==> src/rtl/assert_macros.svh <==
// Assertion macros shared by the RTL of the LCS block.
// Each macro samples on clock and is disabled while reset is high.
`ifndef ASSERT_MACROS_SVH
`define ASSERT_MACROS_SVH

// Consequence must hold in the same cycle as the antecedent.
`define ASSERT_IMPLIES(label, ante, cons) \
   label: assert property (@(posedge clock) disable iff (reset) (ante) |-> (cons)) \
      else $error("implication check failed");

// Condition must never be seen.
`define ASSERT_NEVER(label, expr) \
   label: assert property (@(posedge clock) disable iff (reset) !(expr)) \
      else $error("forbidden condition seen");

`endif

==> src/rtl/lcs_dp_pkg.sv <==
// Package for the LCS dynamic programming block: default sizes, op codes,
// direction codes and sequencer states. No dependencies.
package lcs_dp_pkg;

   localparam int MAX_LEN_DEF = 32;
   localparam int TL_W        = 6;

   localparam logic [1:0] OP_APPEND_A = 2'd0;
   localparam logic [1:0] OP_APPEND_B = 2'd1;
   localparam logic [1:0] OP_COMPUTE  = 2'd2;

   typedef enum logic [1:0] {
      DIR_DIAG = 2'd0,
      DIR_UP   = 2'd1,
      DIR_LEFT = 2'd2
   } dir_type;

   typedef enum logic [3:0] {
      ST_IDLE,
      ST_ROW,
      ST_CELL,
      ST_TSTART,
      ST_TREAD,
      ST_TSTEP,
      ST_EREAD,
      ST_EOUT,
      ST_EMPTY
   } state_type;

endpackage

==> src/rtl/lcs_dynamic_programming.sv <==
// Longest common subsequence block: string stores, score row, direction table,
// traceback and result emission. Uses lcs_dp_pkg and assert_macros.svh.
// Appends are taken while idle. Compute fills the table one cell per cycle (ST_ROW sets
// up each row), does each traceback step (at most m+n-1) in ST_TREAD and ST_TSTEP, then
// ST_EREAD and ST_EOUT per item plus output stall; one item at a time, input not ready
// until the last result item leaves. Synchronous reset clears lengths, flag, sequencer.
module lcs_dynamic_programming
   import lcs_dp_pkg::*;
#(
   parameter int MAX_LEN = MAX_LEN_DEF
) (
   input  logic             clock,
   input  logic             reset,
   input  logic             req_valid,
   output logic             req_ready,
   input  logic [1:0]       req_op,
   input  logic [7:0]       req_char_in,
   output logic             rsp_valid,
   input  logic             rsp_ready,
   output logic [7:0]       rsp_char_out,
   output logic             rsp_last,
   output logic             rsp_empty_res,
   output logic [TL_W-1:0]  rsp_total_length,
   output logic             rsp_overflowed
);

   localparam int LW = $clog2(MAX_LEN + 1);
   localparam int IW = (MAX_LEN > 1) ? $clog2(MAX_LEN) : 1;
   localparam int DD = MAX_LEN * MAX_LEN;
   localparam int DW = (DD > 1) ? $clog2(DD) : 1;
   localparam int SW = LW;

   // Storage
   logic [7:0]    first_mem  [MAX_LEN];
   logic [7:0]    second_mem [MAX_LEN];
   logic [SW-1:0] row_mem    [MAX_LEN];
   dir_type       dir_mem    [DD];
   logic [7:0]    rev_mem    [MAX_LEN];

   // Control registers
   state_type     state_ff, state_in;
   logic [LW-1:0] len_a_ff, len_a_in;
   logic [LW-1:0] len_b_ff, len_b_in;
   logic          ovf_ff, ovf_in;
   logic [LW-1:0] i_ff, i_in;
   logic [LW-1:0] jc_ff, jc_in;
   logic [DW-1:0] row_base_ff, row_base_in;
   logic [DW-1:0] c_addr_ff, c_addr_in;
   logic          p_v_ff, p_v_in;
   logic          p_j0_ff, p_j0_in;
   logic          p_top_ff, p_top_in;
   logic [IW-1:0] p_j_ff, p_j_in;
   logic [DW-1:0] p_addr_ff, p_addr_in;
   logic [LW-1:0] ti_ff, ti_in;
   logic [LW-1:0] tj_ff, tj_in;
   logic [DW-1:0] t_addr_ff, t_addr_in;
   logic [LW-1:0] cnt_ff, cnt_in;
   logic [IW-1:0] e_idx_ff, e_idx_in;

   // Payload registers
   logic [SW-1:0] diag_ff, left_ff;
   logic [7:0]    a_rd_ff, b_rd_ff, rev_rd_ff;
   logic [SW-1:0] up_rd_ff;
   dir_type       dir_rd_ff;

   // Memory controls
   logic          a_we, b_we, a_re, cell_re, dir_re, rev_we, rev_re;
   logic [IW-1:0] a_raddr;
   logic [LW-1:0] ti_m1;
   logic [LW-1:0] ti_nx, tj_nx;
   logic          fill_busy;

   // Shared compare/add unit for one cell
   logic [SW-1:0] up_val, diag_eff, left_eff, score_new;
   dir_type       dir_new;
   logic [6:0]    cnt_wide;

   assign ti_m1   = ti_ff - LW'(1);
   assign a_raddr = (state_ff == ST_ROW) ? i_ff[IW-1:0] : ti_m1[IW-1:0];

   // Score one cell from the registered reads
   always_comb begin
      up_val   = p_top_ff ? '0 : up_rd_ff;
      diag_eff = p_j0_ff ? '0 : diag_ff;
      left_eff = p_j0_ff ? '0 : left_ff;
      if (a_rd_ff == b_rd_ff) begin
         score_new = diag_eff + SW'(1);
         dir_new   = DIR_DIAG;
      end else if (up_val >= left_eff) begin
         score_new = up_val;
         dir_new   = DIR_UP;
      end else begin
         score_new = left_eff;
         dir_new   = DIR_LEFT;
      end
   end

   // Sequencer: next state and controls
   always_comb begin
      state_in    = state_ff;
      len_a_in    = len_a_ff;
      len_b_in    = len_b_ff;
      ovf_in      = ovf_ff;
      i_in        = i_ff;
      jc_in       = jc_ff;
      row_base_in = row_base_ff;
      c_addr_in   = c_addr_ff;
      p_v_in      = 1'b0;
      p_j0_in     = p_j0_ff;
      p_top_in    = p_top_ff;
      p_j_in      = p_j_ff;
      p_addr_in   = p_addr_ff;
      ti_in       = ti_ff;
      tj_in       = tj_ff;
      t_addr_in   = t_addr_ff;
      cnt_in      = cnt_ff;
      e_idx_in    = e_idx_ff;
      a_we        = 1'b0;
      b_we        = 1'b0;
      a_re        = 1'b0;
      cell_re     = 1'b0;
      dir_re      = 1'b0;
      rev_we      = 1'b0;
      rev_re      = 1'b0;
      ti_nx       = ti_ff;
      tj_nx       = tj_ff;
      req_ready   = 1'b0;
      rsp_valid   = 1'b0;
      case (state_ff)
         ST_IDLE: begin
            req_ready = 1'b1;
            if (req_valid) begin
               case (req_op)
                  OP_APPEND_A: begin
                     if (len_a_ff == LW'(MAX_LEN)) begin
                        ovf_in = 1'b1;
                     end else begin
                        a_we     = 1'b1;
                        len_a_in = len_a_ff + LW'(1);
                     end
                  end
                  OP_APPEND_B: begin
                     if (len_b_ff == LW'(MAX_LEN)) begin
                        ovf_in = 1'b1;
                     end else begin
                        b_we     = 1'b1;
                        len_b_in = len_b_ff + LW'(1);
                     end
                  end
                  OP_COMPUTE: begin
                     cnt_in      = '0;
                     i_in        = '0;
                     row_base_in = '0;
                     if (len_a_ff == '0 || len_b_ff == '0) begin
                        state_in = ST_EMPTY;
                     end else begin
                        state_in = ST_ROW;
                     end
                  end
                  default: ;
               endcase
            end
         end
         // Fetch the row character and rewind the column
         ST_ROW: begin
            a_re      = 1'b1;
            jc_in     = '0;
            c_addr_in = row_base_ff;
            state_in  = ST_CELL;
         end
         // Issue one cell per cycle into the scoring stage
         ST_CELL: begin
            cell_re   = 1'b1;
            p_v_in    = 1'b1;
            p_j0_in   = (jc_ff == '0);
            p_top_in  = (i_ff == '0);
            p_j_in    = jc_ff[IW-1:0];
            p_addr_in = c_addr_ff;
            jc_in     = jc_ff + LW'(1);
            c_addr_in = c_addr_ff + DW'(1);
            if (jc_ff == len_b_ff - LW'(1)) begin
               row_base_in = row_base_ff + DW'(MAX_LEN);
               i_in        = i_ff + LW'(1);
               if (i_ff + LW'(1) == len_a_ff) begin
                  state_in = ST_TSTART;
               end else begin
                  state_in = ST_ROW;
               end
            end
         end
         // Last cell lands this cycle; start at the bottom right corner
         ST_TSTART: begin
            ti_in     = len_a_ff;
            tj_in     = len_b_ff;
            t_addr_in = p_addr_ff;
            state_in  = ST_TREAD;
         end
         ST_TREAD: begin
            a_re     = 1'b1;
            dir_re   = 1'b1;
            state_in = ST_TSTEP;
         end
         // Walk one step back through the direction table
         ST_TSTEP: begin
            case (dir_rd_ff)
               DIR_DIAG: begin
                  rev_we    = 1'b1;
                  cnt_in    = cnt_ff + LW'(1);
                  ti_nx     = ti_ff - LW'(1);
                  tj_nx     = tj_ff - LW'(1);
                  t_addr_in = DW'(t_addr_ff - DW'(MAX_LEN + 1));
               end
               DIR_UP: begin
                  ti_nx     = ti_ff - LW'(1);
                  t_addr_in = t_addr_ff - DW'(MAX_LEN);
               end
               default: begin
                  tj_nx     = tj_ff - LW'(1);
                  t_addr_in = t_addr_ff - DW'(1);
               end
            endcase
            ti_in = ti_nx;
            tj_in = tj_nx;
            if (ti_nx == '0 || tj_nx == '0) begin
               if (cnt_in == '0) begin
                  state_in = ST_EMPTY;
               end else begin
                  e_idx_in = IW'(cnt_in - LW'(1));
                  state_in = ST_EREAD;
               end
            end else begin
               state_in = ST_TREAD;
            end
         end
         ST_EREAD: begin
            rev_re   = 1'b1;
            state_in = ST_EOUT;
         end
         // Hold the item until taken, then fetch the next one
         ST_EOUT: begin
            rsp_valid = 1'b1;
            if (rsp_ready) begin
               if (e_idx_ff == '0) begin
                  state_in = ST_IDLE;
               end else begin
                  e_idx_in = e_idx_ff - IW'(1);
                  state_in = ST_EREAD;
               end
            end
         end
         ST_EMPTY: begin
            rsp_valid = 1'b1;
            if (rsp_ready) begin
               state_in = ST_IDLE;
            end
         end
         default: begin
            state_in = ST_IDLE;
         end
      endcase
   end

   // State register
   always_ff @(posedge clock) begin
      if (reset) begin
         state_ff <= ST_IDLE;
         len_a_ff <= '0;
         len_b_ff <= '0;
         ovf_ff   <= 1'b0;
         p_v_ff   <= 1'b0;
         cnt_ff   <= '0;
      end else begin
         state_ff <= state_in;
         len_a_ff <= len_a_in;
         len_b_ff <= len_b_in;
         ovf_ff   <= ovf_in;
         p_v_ff   <= p_v_in;
         cnt_ff   <= cnt_in;
      end
   end

   // Counters and addresses
   always_ff @(posedge clock) begin
      i_ff        <= i_in;
      jc_ff       <= jc_in;
      row_base_ff <= row_base_in;
      c_addr_ff   <= c_addr_in;
      p_j0_ff     <= p_j0_in;
      p_top_ff    <= p_top_in;
      p_j_ff      <= p_j_in;
      p_addr_ff   <= p_addr_in;
      ti_ff       <= ti_in;
      tj_ff       <= tj_in;
      t_addr_ff   <= t_addr_in;
      e_idx_ff    <= e_idx_in;
   end

   // String stores
   always_ff @(posedge clock) begin
      if (a_we) begin
         first_mem[len_a_ff[IW-1:0]] <= req_char_in;
      end
      if (a_re) begin
         a_rd_ff <= first_mem[a_raddr];
      end
   end

   always_ff @(posedge clock) begin
      if (b_we) begin
         second_mem[len_b_ff[IW-1:0]] <= req_char_in;
      end
      if (cell_re) begin
         b_rd_ff <= second_mem[jc_ff[IW-1:0]];
      end
   end

   // Score row: read ahead, write back from the scoring stage
   always_ff @(posedge clock) begin
      if (p_v_ff) begin
         row_mem[p_j_ff] <= score_new;
         diag_ff         <= up_val;
         left_ff         <= score_new;
      end
      if (cell_re) begin
         up_rd_ff <= row_mem[jc_ff[IW-1:0]];
      end
   end

   // Direction table
   always_ff @(posedge clock) begin
      if (p_v_ff) begin
         dir_mem[p_addr_ff] <= dir_new;
      end
      if (dir_re) begin
         dir_rd_ff <= dir_mem[t_addr_ff];
      end
   end

   // Reversed result buffer
   always_ff @(posedge clock) begin
      if (rev_we) begin
         rev_mem[cnt_ff[IW-1:0]] <= a_rd_ff;
      end
      if (rev_re) begin
         rev_rd_ff <= rev_mem[e_idx_ff];
      end
   end

   // Result fields
   assign cnt_wide         = 7'(cnt_ff);
   assign rsp_char_out     = (state_ff == ST_EMPTY) ? 8'd0 : rev_rd_ff;
   assign rsp_last         = (state_ff == ST_EMPTY) ||
                             ((state_ff == ST_EOUT) && (e_idx_ff == '0));
   assign rsp_empty_res    = (state_ff == ST_EMPTY);
   assign rsp_total_length = (cnt_wide > 7'd63) ? TL_W'(63) : cnt_wide[TL_W-1:0];
   assign rsp_overflowed   = ovf_ff;

   // States in which the scoring stage may still be busy
   assign fill_busy = (state_ff == ST_CELL) || (state_ff == ST_ROW) ||
                      (state_ff == ST_TSTART);

`include "assert_macros.svh"

   `ASSERT_NEVER(a_ready_with_rsp, req_ready && rsp_valid)
   `ASSERT_IMPLIES(a_empty_is_last, rsp_valid && rsp_empty_res, rsp_last && rsp_total_length == '0)
   `ASSERT_IMPLIES(a_score_in_fill, p_v_ff, fill_busy)
   `ASSERT_NEVER(a_count_bound, cnt_ff > len_a_ff || cnt_ff > len_b_ff)

endmodule

==> config.mk <==
export PLATFORM = sky130hd
export DESIGN_NAME = lcs_dynamic_programming
export DESIGN_NICKNAME = d
export VERILOG_FILES = /design/src/rtl/lcs_dp_pkg.sv /design/src/rtl/lcs_dynamic_programming.sv
export VERILOG_INCLUDE_DIRS = /design/src /design/src/rtl
export SDC_FILE = /design/constraint.sdc
export NUM_CORES = 2
export LEC_CHECK = 0
export ABC_AREA = 1
export BUFFER_PORTS_ARGS = -buffer_cell sky130_fd_sc_hd__clkbuf_2
export CAP_MARGIN = 30
export CORE_ASPECT_RATIO = 0.8
export CORE_MARGIN = 4
export CORE_UTILIZATION = 50
export CTS_BUF_LIST = sky130_fd_sc_hd__clkbuf_8
export CTS_CLUSTER_SIZE = 20
export DETAILED_ROUTE_END_ITERATION = 16
export PLACE_DENSITY = 0.68
export REMOVE_ABC_BUFFERS = 1
export SETUP_SLACK_MARGIN = 0.02
export SYNTH_ARGS = -nofsm -noshare
export SYNTH_HDL_FRONTEND = slang
export SYNTH_SLANG_ARGS = --single-unit
==> constraint.sdc <==
create_clock -name clock -period 14.4 [get_ports clock]
set_input_delay 0 -clock clock [delete_from_list [all_inputs] [get_ports clock]]
set_output_delay 0 -clock clock [all_outputs]
set_load 0.05 [all_outputs]
==> out/results.txt <==
Outcome: finished, final reports clean
Fin. Hold Viols: 0
Power Internal: 13.31 mW
P_sw: 3.523 mW
DRT iter0 DRCs: 12920
Setup Total Neg Slack: 0 ps
Leakage Power: 50.28 nW
Fillcell total: 22030
Hold WC Path Type: input port to flop
HPWL Detailed: 210400 um
Die width: 586.5 um
CP max stage cell: buf_4
MaxCap Viol Count: 0
Layout area overhead: 9.120%
Crit path DAT: 7010 ps
Distinct cells, synth: 47
Syn Std Cell Area: 133900 um^2
1st-pass router iterations: 6
Fmax achieved: 164.0 MHz
#FFs+latches synth: 3147
Post-layout minimum cycle time: 6099 ps
Most common cell in the synthesized netlist: edfxtp_1
Cell breakdown of the critical path: buf_12, buf_4, buf_4, buf_4, nor2_1, nor2_1, o21ai_0, o211ai_1, nand3_1, nand2_1, nand3_1, nand3_1, nand3_1, nand2_1, nand3_1, nand2_1
Critical path required time: 15320 ps
Synthesized area per cell: 11.01 um^2
Via count: 93690
RSZ-0062 raised after global routing: false
Fin Clk Skew: 74.70 ps
Pwr Density: 115.3 nW/um^2
Synth warnings: 0
Worst-path clk slew: 70 ps
Die Area: 276100 um^2
Synth top area cells: edfxtp_1 70%, nor2_1 7.8%, nand2_1 5.7%
Remaining global-route overflow: 0
Largest net degree at the start of global routing: 346
Clock root cell: clkbuf_8
Buffers & Inverters on Critical Path: 4
GPL Wtd Cong: 0.8607
Crit Path Max Fanout: 211
Logic pwr share: 0.6%
Primary FF master, synth: edfxtp_1
Starting Density: 50.36%
Antenna violations before repair: 24
Worst-Margin Slew: 1210 ps
Core Region: 265800 um^2
Register area share after synthesis: 70.42%
Top-area cell type share of the netlist area: 70.06%
Sw frac: 20.92%
Antenna viol nets, final: 0
FP Rows: 169
First-pass GRT wire length: 559500 um
Tot Pwr: 16.84 mW
CTS Buf Count: 467
Slowest Stage Delay on Critical Path: 890 ps
Clock Tree Buf Depth: 4
Worst hold path depth: 5
Clk_lat worst skew: 1080 ps
H-tree levels: 5
Buffers on Ports: 32
Total wire length: 376700 um
TritonCTS Sinks: 3147
Num ports: 33
Nature of the critical path startpoint: flop
Top cell type by total area after synthesis: edfxtp_1
DP Area: 137200 um^2
Die height: 470.8 um
CP most frequent cell: nand3_1
Crit path kind: flop to flop
CTS tree: done
Register-to-Register Path Depth: 16
Max_slew headroom: 19.34%
Delay-heaviest family, CP: buffers and inverters
# DRC: 0
WL/cell: 23.64 um
Final core utilization: 54.95%
Fin area: 146100 um^2
Layout cells sized above 1: 7.554%
Number of global-route vias before repair: 88840
Routed vias/inst: 5.880
Maximum vdd ir drop: 0.09827 mV
Cell count after synthesis: 12160
Crit. End Element: flop
Fin. max-slew vios: 0
Post-synth top cells: 3123 x edfxtp_1, 2788 x nor2_1, 2037 x nand2_1, 1001 x o21ai_0, 892 x nand3_1
WP depth: 16
Crit share post-route: 42.35%
Clock share of power: 40.3%
GRT Overall Usage: 26.71%
Part of the power in registers: 59.1%
Final Setup Violations: 0
Final-stage net count: 12090
Asr flop ratio synth: 0%
Post-synth EDFFs: 3123
-- per-stage QoR --
stage | hold WS (ps) | cells | setup slack, ps
3_5_place_dp | 445.7 | 15060 | 8549
6_report | 117.4 | 15930 | 8301
4_1_cts | 17.34 | 15910 | 8524
2_1_floorplan | 69.07 | 11310 | -23320
5_1_grt | 42.99 | 15930 | 8018
3_3_place_gp | 440.9 | 15020 | 8723
-- area by class of cell --
class	instances	area, um^2	area share, %
timing repair buffer	269	2826	1.935
clock inverter	364	1948	1.334
antenna	11	27.53	0.01885
inverter	496	1933	1.324
clock buffer	475	6538	4.476
multi-input combinational	7666	34140	23.37
tap	3505	4385	3.003
sequential	3147	94260	64.54
-- path summary, 6_finish.rpt --
path	from	end	slack, ps
max	t_addr_ff[0]	dir_rd_ff[1]	8300
min	rsp_ready	state_ff[3]	120
max reg2reg	t_addr_ff[0]	dir_rd_ff[1]	8300
min reg2reg	c_addr_ff[9]	p_addr_ff[9]	500
-- layout by cell type, fill, tap and decap left out, drive strengths merged, types with 2 or more instances in the layout --
cell type and instances:
nand4 8, clkinvlp 7, o21bai 50, clkbuf 508, o21ai 1107, nand2 2040, a21oi 171, dlygate4sd3 17
ha 31, or2 52, o211ai 195, o221ai 39, buf 219, a22o 10, bufinv 16, o2111ai 2
nor3 34, nand3 892, diode 11, nor4 4, a221oi 2, inv 658, o32ai 5, dfxtp 24
xnor2 15, and3 10, edfxtp 3123, a31oi 4, xor2 26, nor2 2795, o22ai 168, clkinv 179
-- registers in the layout, indices dropped and copies added, names as in the netlist, 8 cells and up --
signal and cells:
rev_mem 256, c_addr_ff 10, dir_mem 2048, t_addr_ff 10, b_rd_ff 8, p_addr_ff 10
row_mem 192, second_mem 256, rev_rd_ff 8, a_rd_ff 8, first_mem 256
-- timing repair --
action,in CTS,in global routing
buffers inserted,0,0
hold buffers,17,0
resized for setup,0,0
hold endpoints to repair,672,0
-- logic make-up (layout without fill, tap and decap cells) --
logic type | Yosys count | in the layout | synth area share (%)
adder cells (fa/ha/maj) | 31 | 31 | 0.2898
buffers and inverters | 1342 | 1604 | 4.226
XOR/XNOR | 41 | 41 | 0.2683
other | 0 | 11 | 0
AO/OA/AOI/OAI | 1756 | 1756 | 7.367
AND/OR/NAND/NOR | 5838 | 5838 | 17.43
flip-flops | 3147 | 3147 | 70.42
-- tightest hold or removal path, delay by kind of cell --
kind | cells | cell delay (ps)
compound gates | 1 | 60
simple gates | 1 | 90
buf+inv | 3 | 920
-- power by group through the flow --
| stage | logic (mW) | registers, mW | clock network (mW) |
|---|---|---|---|
| floorplan | 0.0374 | 10.1 | 0 |
| global placement | 0.0913 | 10.1 | 0 |
| detailed placement | 0.0945 | 10.1 | 0 |
| CTS | 0.102 | 9.95 | 6.86 |
| global route | 0.109 | 9.94 | 7.31 |
| finish | 0.102 | 9.95 | 6.78 |
-- layer usage --
layer | part of all wire [%] | wire length [um] | GRT usage [%] | vias up
met5 | 0.0035 | 13 | 0 | -
met4 | 3.7 | 14030 | 9.166 | 2
met3 | 12 | 46750 | 6.446 | 810
met2 | 44 | 165400 | 39.37 | 5425
met1 | 40 | 150400 | 38.93 | 45580
li1 | - | - | - | 41870
Power figures use the tool's default switching activity.
